$ cat src/hw/rtl/ccpl_pkg.sv
`timescale 1ns / 1ps

package ccpl_pkg;

	localparam int WINDOW      = 32;
	localparam int SAMPLE_BITS = 12;

	localparam int LAG_BITS  = 5;
	localparam int SUM_BITS  = 29;
	localparam int CFG_BITS  = 6;
	localparam int CNT_BITS  = 6;
	localparam int IDX_BITS  = (WINDOW > 1) ? $clog2(WINDOW) : 1;
	localparam int PROD_BITS = 2 * SAMPLE_BITS;
	localparam int ACC_EXT_BITS = ((PROD_BITS > SUM_BITS) ? PROD_BITS : SUM_BITS) + 1;
	localparam int ADDR_SUM_BITS = ((CNT_BITS > IDX_BITS) ? CNT_BITS : IDX_BITS) + 1;

	localparam int LAGS_LIMIT = (WINDOW < 32) ? WINDOW : 32;

	localparam logic [SUM_BITS-1:0] SUM_MAX     = '1;
	localparam logic [CFG_BITS-1:0] LAGS_RESET  = CFG_BITS'(32);

	typedef struct packed {
		logic [SAMPLE_BITS-1:0] sample_a;
		logic [SAMPLE_BITS-1:0] sample_b;
	} samp_t;

	typedef struct packed {
		logic [LAG_BITS-1:0] peak_lag;
		logic [SUM_BITS-1:0] peak_sum;
	} peak_t;

	typedef struct packed {
		logic valid;
		logic first;
		logic last;
	} mac_ctl_t;

endpackage

$ cat src/hw/rtl/ccpl_window_mem.sv
`timescale 1ns / 1ps

module ccpl_window_mem (
	input  logic                             clk,
	input  logic                             wr_en,
	input  logic [ccpl_pkg::IDX_BITS-1:0]    wr_addr,
	input  ccpl_pkg::samp_t                  wr_data,
	input  logic [ccpl_pkg::IDX_BITS-1:0]    rd_addr_a,
	input  logic [ccpl_pkg::IDX_BITS-1:0]    rd_addr_b,
	output logic [ccpl_pkg::SAMPLE_BITS-1:0] rd_a,
	output logic [ccpl_pkg::SAMPLE_BITS-1:0] rd_b
);

	logic [ccpl_pkg::SAMPLE_BITS-1:0] mem_a [ccpl_pkg::WINDOW];
	logic [ccpl_pkg::SAMPLE_BITS-1:0] mem_b [ccpl_pkg::WINDOW];

	always_ff @(posedge clk) begin
		if (wr_en) begin
			mem_a[wr_addr] <= wr_data.sample_a;
			mem_b[wr_addr] <= wr_data.sample_b;
		end
		rd_a <= mem_a[rd_addr_a];
		rd_b <= mem_b[rd_addr_b];
	end

endmodule

$ cat src/hw/rtl/ccpl_mac.sv
`timescale 1ns / 1ps

module ccpl_mac (
	input  logic                             clk,
	input  logic                             arst_n,
	input  ccpl_pkg::mac_ctl_t               ctl,
	input  logic [ccpl_pkg::SAMPLE_BITS-1:0] a,
	input  logic [ccpl_pkg::SAMPLE_BITS-1:0] b,
	output logic                             done,
	output logic [ccpl_pkg::SUM_BITS-1:0]    sum
);

	ccpl_pkg::mac_ctl_t                  ctl_s2;
	logic [ccpl_pkg::PROD_BITS-1:0]      prod_s2;
	logic [ccpl_pkg::SUM_BITS-1:0]       acc_q;
	logic                                done_q;
	logic [ccpl_pkg::ACC_EXT_BITS-1:0]   acc_ext;
	logic [ccpl_pkg::SUM_BITS-1:0]       acc_next;

	always_comb begin
		acc_ext = ctl_s2.first ? '0 : ccpl_pkg::ACC_EXT_BITS'(acc_q);
		acc_ext = acc_ext + ccpl_pkg::ACC_EXT_BITS'(prod_s2);
		// saturate at the top of the result range
		if (acc_ext > ccpl_pkg::ACC_EXT_BITS'(ccpl_pkg::SUM_MAX)) begin
			acc_next = ccpl_pkg::SUM_MAX;
		end else begin
			acc_next = acc_ext[ccpl_pkg::SUM_BITS-1:0];
		end
	end

	always_ff @(posedge clk) begin
		prod_s2 <= ccpl_pkg::PROD_BITS'(a) * ccpl_pkg::PROD_BITS'(b);
		if (ctl_s2.valid) begin
			acc_q <= acc_next;
		end
	end

	always_ff @(posedge clk or negedge arst_n) begin
		if (!arst_n) begin
			ctl_s2 <= '0;
			done_q <= 1'b0;
		end else begin
			ctl_s2 <= ctl;
			done_q <= ctl_s2.valid && ctl_s2.last;
		end
	end

	assign done = done_q;
	assign sum  = acc_q;

endmodule

$ cat src/hw/rtl/cross_correlation_peak_lag_unit.sv
`timescale 1ns / 1ps

// cross-correlation peak finder over a window of sample pairs
// samp channel (valid/stall): one pair of samples per transaction; the pairs
// fill a window of WINDOW entries, and the last pair of a window starts the search
// peak channel (valid/stall): one transaction per window, the first lag with the
// largest correlation sum and that sum
// cfg channel (valid/ready, always ready): writes lags_in_use at any time; the value
// present when a window closes is the one searched
// a sample that does not close a window is accepted whenever no search is running
// the closing sample starts a search on one shared multiply-accumulate unit:
// one term per cycle, sum over lags of (WINDOW - lag) terms, passed through the
// read, multiply and accumulate registers; with 32 lags and a 32 entry window
// the search covers 528 terms, with no lags searched the result shows next cycle
// samp_stall is high during the search
// the result waits in an output register while peak_stall is high; samples keep
// being taken then, except one that would close the next window
// reset clears the window fill count, the sequencer and lags_in_use (to 32);
// window contents are not cleared, a window is always full before it is read

module cross_correlation_peak_lag_unit (
	input  logic                          clk,
	input  logic                          arst_n,
	input  logic                          samp_valid,
	output logic                          samp_stall,
	input  ccpl_pkg::samp_t               samp,
	output logic                          peak_valid,
	input  logic                          peak_stall,
	output ccpl_pkg::peak_t               peak,
	input  logic                          cfg_valid,
	output logic                          cfg_ready,
	input  logic [ccpl_pkg::CFG_BITS-1:0] cfg_data
);

	typedef enum logic [1:0] {
		ST_IDLE,
		ST_CALC,
		ST_OUT
	} state_t;

	state_t                                state_q;
	logic [ccpl_pkg::CFG_BITS-1:0]         lags_cfg_q;
	logic [ccpl_pkg::IDX_BITS-1:0]         fill_q;
	logic [ccpl_pkg::CNT_BITS-1:0]         lags_q;
	logic [ccpl_pkg::CNT_BITS-1:0]         lag_q;
	logic [ccpl_pkg::CNT_BITS-1:0]         cmp_lag_q;
	logic [ccpl_pkg::IDX_BITS-1:0]         j_q;
	logic                                  issuing_q;
	logic [ccpl_pkg::SUM_BITS-1:0]         best_sum_q;
	logic [ccpl_pkg::LAG_BITS-1:0]         best_lag_q;
	ccpl_pkg::peak_t                       peak_q;
	ccpl_pkg::mac_ctl_t                    ctl_s1;
	ccpl_pkg::mac_ctl_t                    issue_ctl;

	logic                                  samp_acc;
	logic                                  closes;
	logic [ccpl_pkg::CNT_BITS-1:0]         lags_eff;
	logic [ccpl_pkg::ADDR_SUM_BITS-1:0]    addr_sum;
	logic [ccpl_pkg::SAMPLE_BITS-1:0]      rd_a;
	logic [ccpl_pkg::SAMPLE_BITS-1:0]      rd_b;
	logic                                  mac_done;
	logic [ccpl_pkg::SUM_BITS-1:0]         mac_sum;
	logic [ccpl_pkg::SUM_BITS-1:0]         nb_sum;
	logic [ccpl_pkg::LAG_BITS-1:0]         nb_lag;

	assign closes     = (fill_q == ccpl_pkg::IDX_BITS'(ccpl_pkg::WINDOW - 1));
	assign samp_stall = (state_q == ST_CALC) || ((state_q == ST_OUT) && closes);
	assign samp_acc   = samp_valid && !samp_stall;
	assign cfg_ready  = 1'b1;
	assign peak_valid = (state_q == ST_OUT);
	assign peak       = peak_q;

	always_comb begin
		if (ccpl_pkg::CNT_BITS'(lags_cfg_q) > ccpl_pkg::CNT_BITS'(ccpl_pkg::LAGS_LIMIT)) begin
			lags_eff = ccpl_pkg::CNT_BITS'(ccpl_pkg::LAGS_LIMIT);
		end else begin
			lags_eff = ccpl_pkg::CNT_BITS'(lags_cfg_q);
		end
	end

	// term j of lag pairs a[j] with b[j + lag]
	assign addr_sum        = ccpl_pkg::ADDR_SUM_BITS'(j_q) + ccpl_pkg::ADDR_SUM_BITS'(lag_q);
	assign issue_ctl.valid = (state_q == ST_CALC) && issuing_q;
	assign issue_ctl.first = (j_q == '0);
	assign issue_ctl.last  = (addr_sum == ccpl_pkg::ADDR_SUM_BITS'(ccpl_pkg::WINDOW - 1));

	always_comb begin
		nb_sum = best_sum_q;
		nb_lag = best_lag_q;
		if (mac_sum > best_sum_q) begin
			nb_sum = mac_sum;
			nb_lag = cmp_lag_q[ccpl_pkg::LAG_BITS-1:0];
		end
	end

	ccpl_window_mem u_mem (
		.clk       (clk),
		.wr_en     (samp_acc),
		.wr_addr   (fill_q),
		.wr_data   (samp),
		.rd_addr_a (j_q),
		.rd_addr_b (addr_sum[ccpl_pkg::IDX_BITS-1:0]),
		.rd_a      (rd_a),
		.rd_b      (rd_b)
	);

	ccpl_mac u_mac (
		.clk    (clk),
		.arst_n (arst_n),
		.ctl    (ctl_s1),
		.a      (rd_a),
		.b      (rd_b),
		.done   (mac_done),
		.sum    (mac_sum)
	);

	always_ff @(posedge clk or negedge arst_n) begin
		if (!arst_n) begin
			lags_cfg_q <= ccpl_pkg::LAGS_RESET;
		end else if (cfg_valid && cfg_ready) begin
			lags_cfg_q <= cfg_data;
		end
	end

	always_ff @(posedge clk or negedge arst_n) begin
		if (!arst_n) begin
			fill_q <= '0;
		end else if (samp_acc) begin
			fill_q <= closes ? '0 : fill_q + 1'b1;
		end
	end

	always_ff @(posedge clk or negedge arst_n) begin
		if (!arst_n) begin
			ctl_s1 <= '0;
		end else begin
			ctl_s1 <= issue_ctl;
		end
	end

	always_ff @(posedge clk or negedge arst_n) begin
		if (!arst_n) begin
			state_q    <= ST_IDLE;
			lags_q     <= '0;
			lag_q      <= '0;
			cmp_lag_q  <= '0;
			j_q        <= '0;
			issuing_q  <= 1'b0;
			best_sum_q <= '0;
			best_lag_q <= '0;
			peak_q     <= '0;
		end else begin
			unique case (state_q)
				ST_IDLE, ST_OUT: begin
					if (state_q == ST_OUT && !peak_stall) begin
						state_q <= ST_IDLE;
					end
					if (samp_acc && closes) begin
						lags_q     <= lags_eff;
						lag_q      <= '0;
						cmp_lag_q  <= '0;
						j_q        <= '0;
						best_sum_q <= '0;
						best_lag_q <= '0;
						if (lags_eff == '0) begin
							peak_q  <= '0;
							state_q <= ST_OUT;
						end else begin
							issuing_q <= 1'b1;
							state_q   <= ST_CALC;
						end
					end
				end
				ST_CALC: begin
					if (issue_ctl.valid) begin
						if (issue_ctl.last) begin
							j_q <= '0;
							if (lag_q + 1'b1 == lags_q) begin
								issuing_q <= 1'b0;
							end else begin
								lag_q <= lag_q + 1'b1;
							end
						end else begin
							j_q <= j_q + 1'b1;
						end
					end
					if (mac_done) begin
						best_sum_q <= nb_sum;
						best_lag_q <= nb_lag;
						cmp_lag_q  <= cmp_lag_q + 1'b1;
						if (cmp_lag_q + 1'b1 == lags_q) begin
							peak_q.peak_lag <= nb_lag;
							peak_q.peak_sum <= nb_sum;
							state_q         <= ST_OUT;
						end
					end
				end
				default: state_q <= ST_IDLE;
			endcase
		end
	end

endmodule

$ cat config.mk
export PLATFORM = sky130hd
export DESIGN_NAME = cross_correlation_peak_lag_unit
export DESIGN_NICKNAME = d
export VERILOG_FILES = /design/src/hw/rtl/ccpl_pkg.sv /design/src/hw/rtl/ccpl_window_mem.sv /design/src/hw/rtl/ccpl_mac.sv /design/src/hw/rtl/cross_correlation_peak_lag_unit.sv
export SDC_FILE = /design/constraint.sdc
export NUM_CORES = 1
export LEC_CHECK = 0
export ABC_AREA = 1
export BUFFER_PORTS_ARGS = -buffer_cell sky130_fd_sc_hd__buf_2
export CELL_PAD_IN_SITES_DETAIL_PLACEMENT = 1
export CELL_PAD_IN_SITES_GLOBAL_PLACEMENT = 1
export CORE_MARGIN = 2
export CORE_UTILIZATION = 33
export DETAILED_ROUTE_END_ITERATION = 10
export PLACE_DENSITY_LB_ADDON = 0.3
export SLEW_MARGIN = 5
export SYNTH_ARGS = -nofsm -noshare
export SYNTH_HDL_FRONTEND = slang
export SYNTH_SLANG_ARGS = --single-unit
$ cat constraint.sdc
create_clock -name clk -period 13.85 [get_ports clk]
set_input_delay 2.0775 -clock clk [delete_from_list [all_inputs] [get_ports clk]]
set_output_delay 2.0775 -clock clk [all_outputs]
set_load 0.03 [all_outputs]
==> impl_results.md <==
- Worst EP arrival: 5.72 ns
- Post-synthesis compound-gate area fraction: 9.82%
- Multi-input logic area: 15,300 um^2
- Crit-path max FO: 12
- Antenna violations before repair: 4
- CTS clk-pin slew, worst paths: 0.06 ns
- Slew HR: 17.9%
- XOR/XNOR Fraction of Synth Area: 0.871%
- Adder-cell share of the synthesized area: 8.11%
- Setup bufs post-CTS: 0
- Setup TNS: 0 ns
- Clock skew: 0.0701 ns
- Maxcap violations: 0
- Flops & latches, synth: 957
- GRT overflow: 0
- First-pass GRT wire length: 203,000 um
- Synth unique cells: 53
- Reg-to-reg startpoint: u_mem.rd_b[11]
- Via count: 31,500
- Period utilization: 37.2%
- Starting Density: 33.3%
- Std cell rows: 135
- Via density: 5.15
- CTS max path bufs: 3
- CTS root buffer: clkbuf_16
- Yosys warning count: 0
- RSZ-0062 raised after global routing: no
- Final Hold Fails: 0
- Input/output buffers: 70
- P&R area growth vs syn: 13.1%
- Cell Count, Final, Fillers Out: 6,125
- Post-CTS resize count: 0
- Clock sinks: 957
- Synth Area in Simple Gates: 14.5%
- Total Routing Usage GR: 19.0%
- CP startpoint: u_mem.rd_b[11]
- Largest family of logic cells by synthesized area: simple AND/OR/NAND/NOR gates
- Min-Delay Path Class: flop to flop
- Synth Flop Type: edfxtp_1
- Ys async rst share: 11.7%
- Commonest non-fill, non-tap cell in the layout: edfxtp_1
- Outcome: finished clean
- Die Span Y: 374 um
- HP Start: ctl_s1[2]
- Cell count after synthesis: 4,246
- F_max: 194 MHz
- Cts hold-fix bufs: 0
- Pin count of the biggest net entering global routing: 157
- Final Max Slew Viols: 0
- Place WS: 8.75 ns
- Core area: 136,000 um^2
- CTS tree: yes
- Crit end category: flop
- Worst EP required: 14.42 ns
- Final net count: 4,524
- Mean Syn Cell Area: 10.6 um^2
- Setup WS post-layout: 8.70 ns
- CTS buffer count: 104
- Number of synthesized flops with an enable pin: 797
- Final HPWL DP: 81,800 um
- Startpoint Class: flop
- Post-route DRC: 0
- Min Tclk post-route: 5.15 ns
- Register area share after synthesis: 61.4%
- Syn_nets: 4,512
- # setup viols final: 0
- Setup CP Type: flop to flop
- Hold WS: 0.359 ns
- Die Area: 140,000 um^2
- Clock Latency Late Sink: 0.75 ns
- Register area: 27,700 um^2
- Cell count after placement: 5,933
- Post-synthesis mux area share: 0%
- Drt wl/cell: 22.0 um
- Fraction of layout cells with a size suffix above 1: 8.03%
- Routability Congestion: 0.882
- Die width: 374 um
- Commonest cells after routing, fill and taps aside: edfxtp_1, nand2_1, nor2_1
- DR iter-0 viols: 2,094
- H-tree level count: 3
- I/O Pins: 72
- Vias in the first global route: 32,200
- Antenna-violating nets left: 0
- Synth Cell Area: 45,100 um^2
- ANT cells: 0
- Slew @ Worst Pin: 1.22 ns
- Fillers: 14,900
- DRT Pass-1 Iters: 5
- DRT Wirelength: 135,000 um
cells in the mapped netlist, types with 3 or more instances:
cell,instances,share of area [%]
inv_1,376,3.1
o21a_1,5,0.083
buf_2,22,0.24
buf_4,6,0.10
nand2_1,770,6.4
a21oi_1,67,0.74
inv_2,7,0.058
fa_1,102,4.5
nor2_1,533,4.4
o21ai_0,437,4.8
ha_1,129,3.6
o22ai_1,163,2.3
nand3b_1,3,0.050
o211ai_1,17,0.28
dfxtp_1,48,2.1
nor3_1,13,0.14
clkbuf_1,179,1.5
o221ai_1,33,0.64
a211oi_1,3,0.050
o21ai_1,34,0.38
dfrtp_1,111,6.2
a31oi_1,4,0.055
xnor2_1,19,0.37
nand4_1,35,0.49
a21o_1,8,0.13
nand3_1,239,2.7
or2_2,4,0.055
xor2_1,24,0.47
nand2_2,5,0.069
buf_6,4,0.10
buf_1,13,0.11
edfxtp_1,797,53
o21bai_1,11,0.18
layer usage:
metal / share of wire (%) / global-route usage (%)
met1: 46 / 25.9
met2: 47 / 31.4
met3: 4.1 / 2.71
met4: 2.5 / 5.39
met5: 0.024 / 0
critical path, stage by stage, from the launching register on:
cell     delay, ns
dfxtp_1       0.62
nand2_1       0.15
fa_1          0.52
fa_1          0.55
inv_1         0.06
fa_1          0.50
fa_1          0.54
inv_1         0.05
fa_1          0.52
inv_1         0.04
ha_1          0.36
a21o_1        0.21
a31oi_1       0.14
nand2_1       0.12
a21oi_1       0.29
o21ai_0       0.15
xor2_1        0.16
per-stage QoR:
| stage | instance area [um^2] | util (%) |
|---|---|---|
| 2_1_floorplan | 45100 | - |
| 3_3_place_gp | 47500 | 35.0 |
| 3_5_place_dp | 47500 | 35.0 |
| 4_1_cts | 51000 | 37.6 |
| 5_1_grt | 51000 | 37.6 |
| 6_report | 51000 | 37.6 |
kinds of logic (layout without fill, tap and decap cells):
group	after synthesis	count (layout)
simple gates	1614	1614
other cells	1	1
compound gates	791	791
xor+xnor	44	44
flops	957	957
buf+inv	608	706
fa+ha+maj	231	231
final cells by class:
cell class,count,area share (%)
multi-input cells,2681,30.0
clock inverters,52,1.23
repair buffers,130,1.60
well taps,1781,4.37
flip-flops and latches,957,54.3
inverters,384,2.84
clock buffers,140,5.59
sequential cells by signal, indices dropped and copies added, names as in the netlist, 12 cells and up:
signal,cells
best_sum_q,29
peak,34
u_mac.prod_s2,24
u_mac.sum,29
u_mem.mem_a,384
u_mem.mem_b,384
u_mem.rd_a,12
u_mem.rd_b,12
final timing paths:
| check | end | slack, ns | depth (start not counted) |
|---|---|---|---|
| max | u_mac.prod_s2[16] | 8.70 | 16 |
| min | u_mac.ctl_s2[2] | 0.36 | 0 |
| max reg2reg | u_mac.prod_s2[16] | 8.70 | 16 |
| min reg2reg | u_mac.ctl_s2[2] | 0.36 | 0 |
| max in group asynchronous | j_q[0] | 11.06 | 2 |
| min in group asynchronous | peak[22] | 1.45 | 1 |
Power is not shown: default switching activity piles up to over one toggle a cycle in this logic, so the estimate is an artifact.
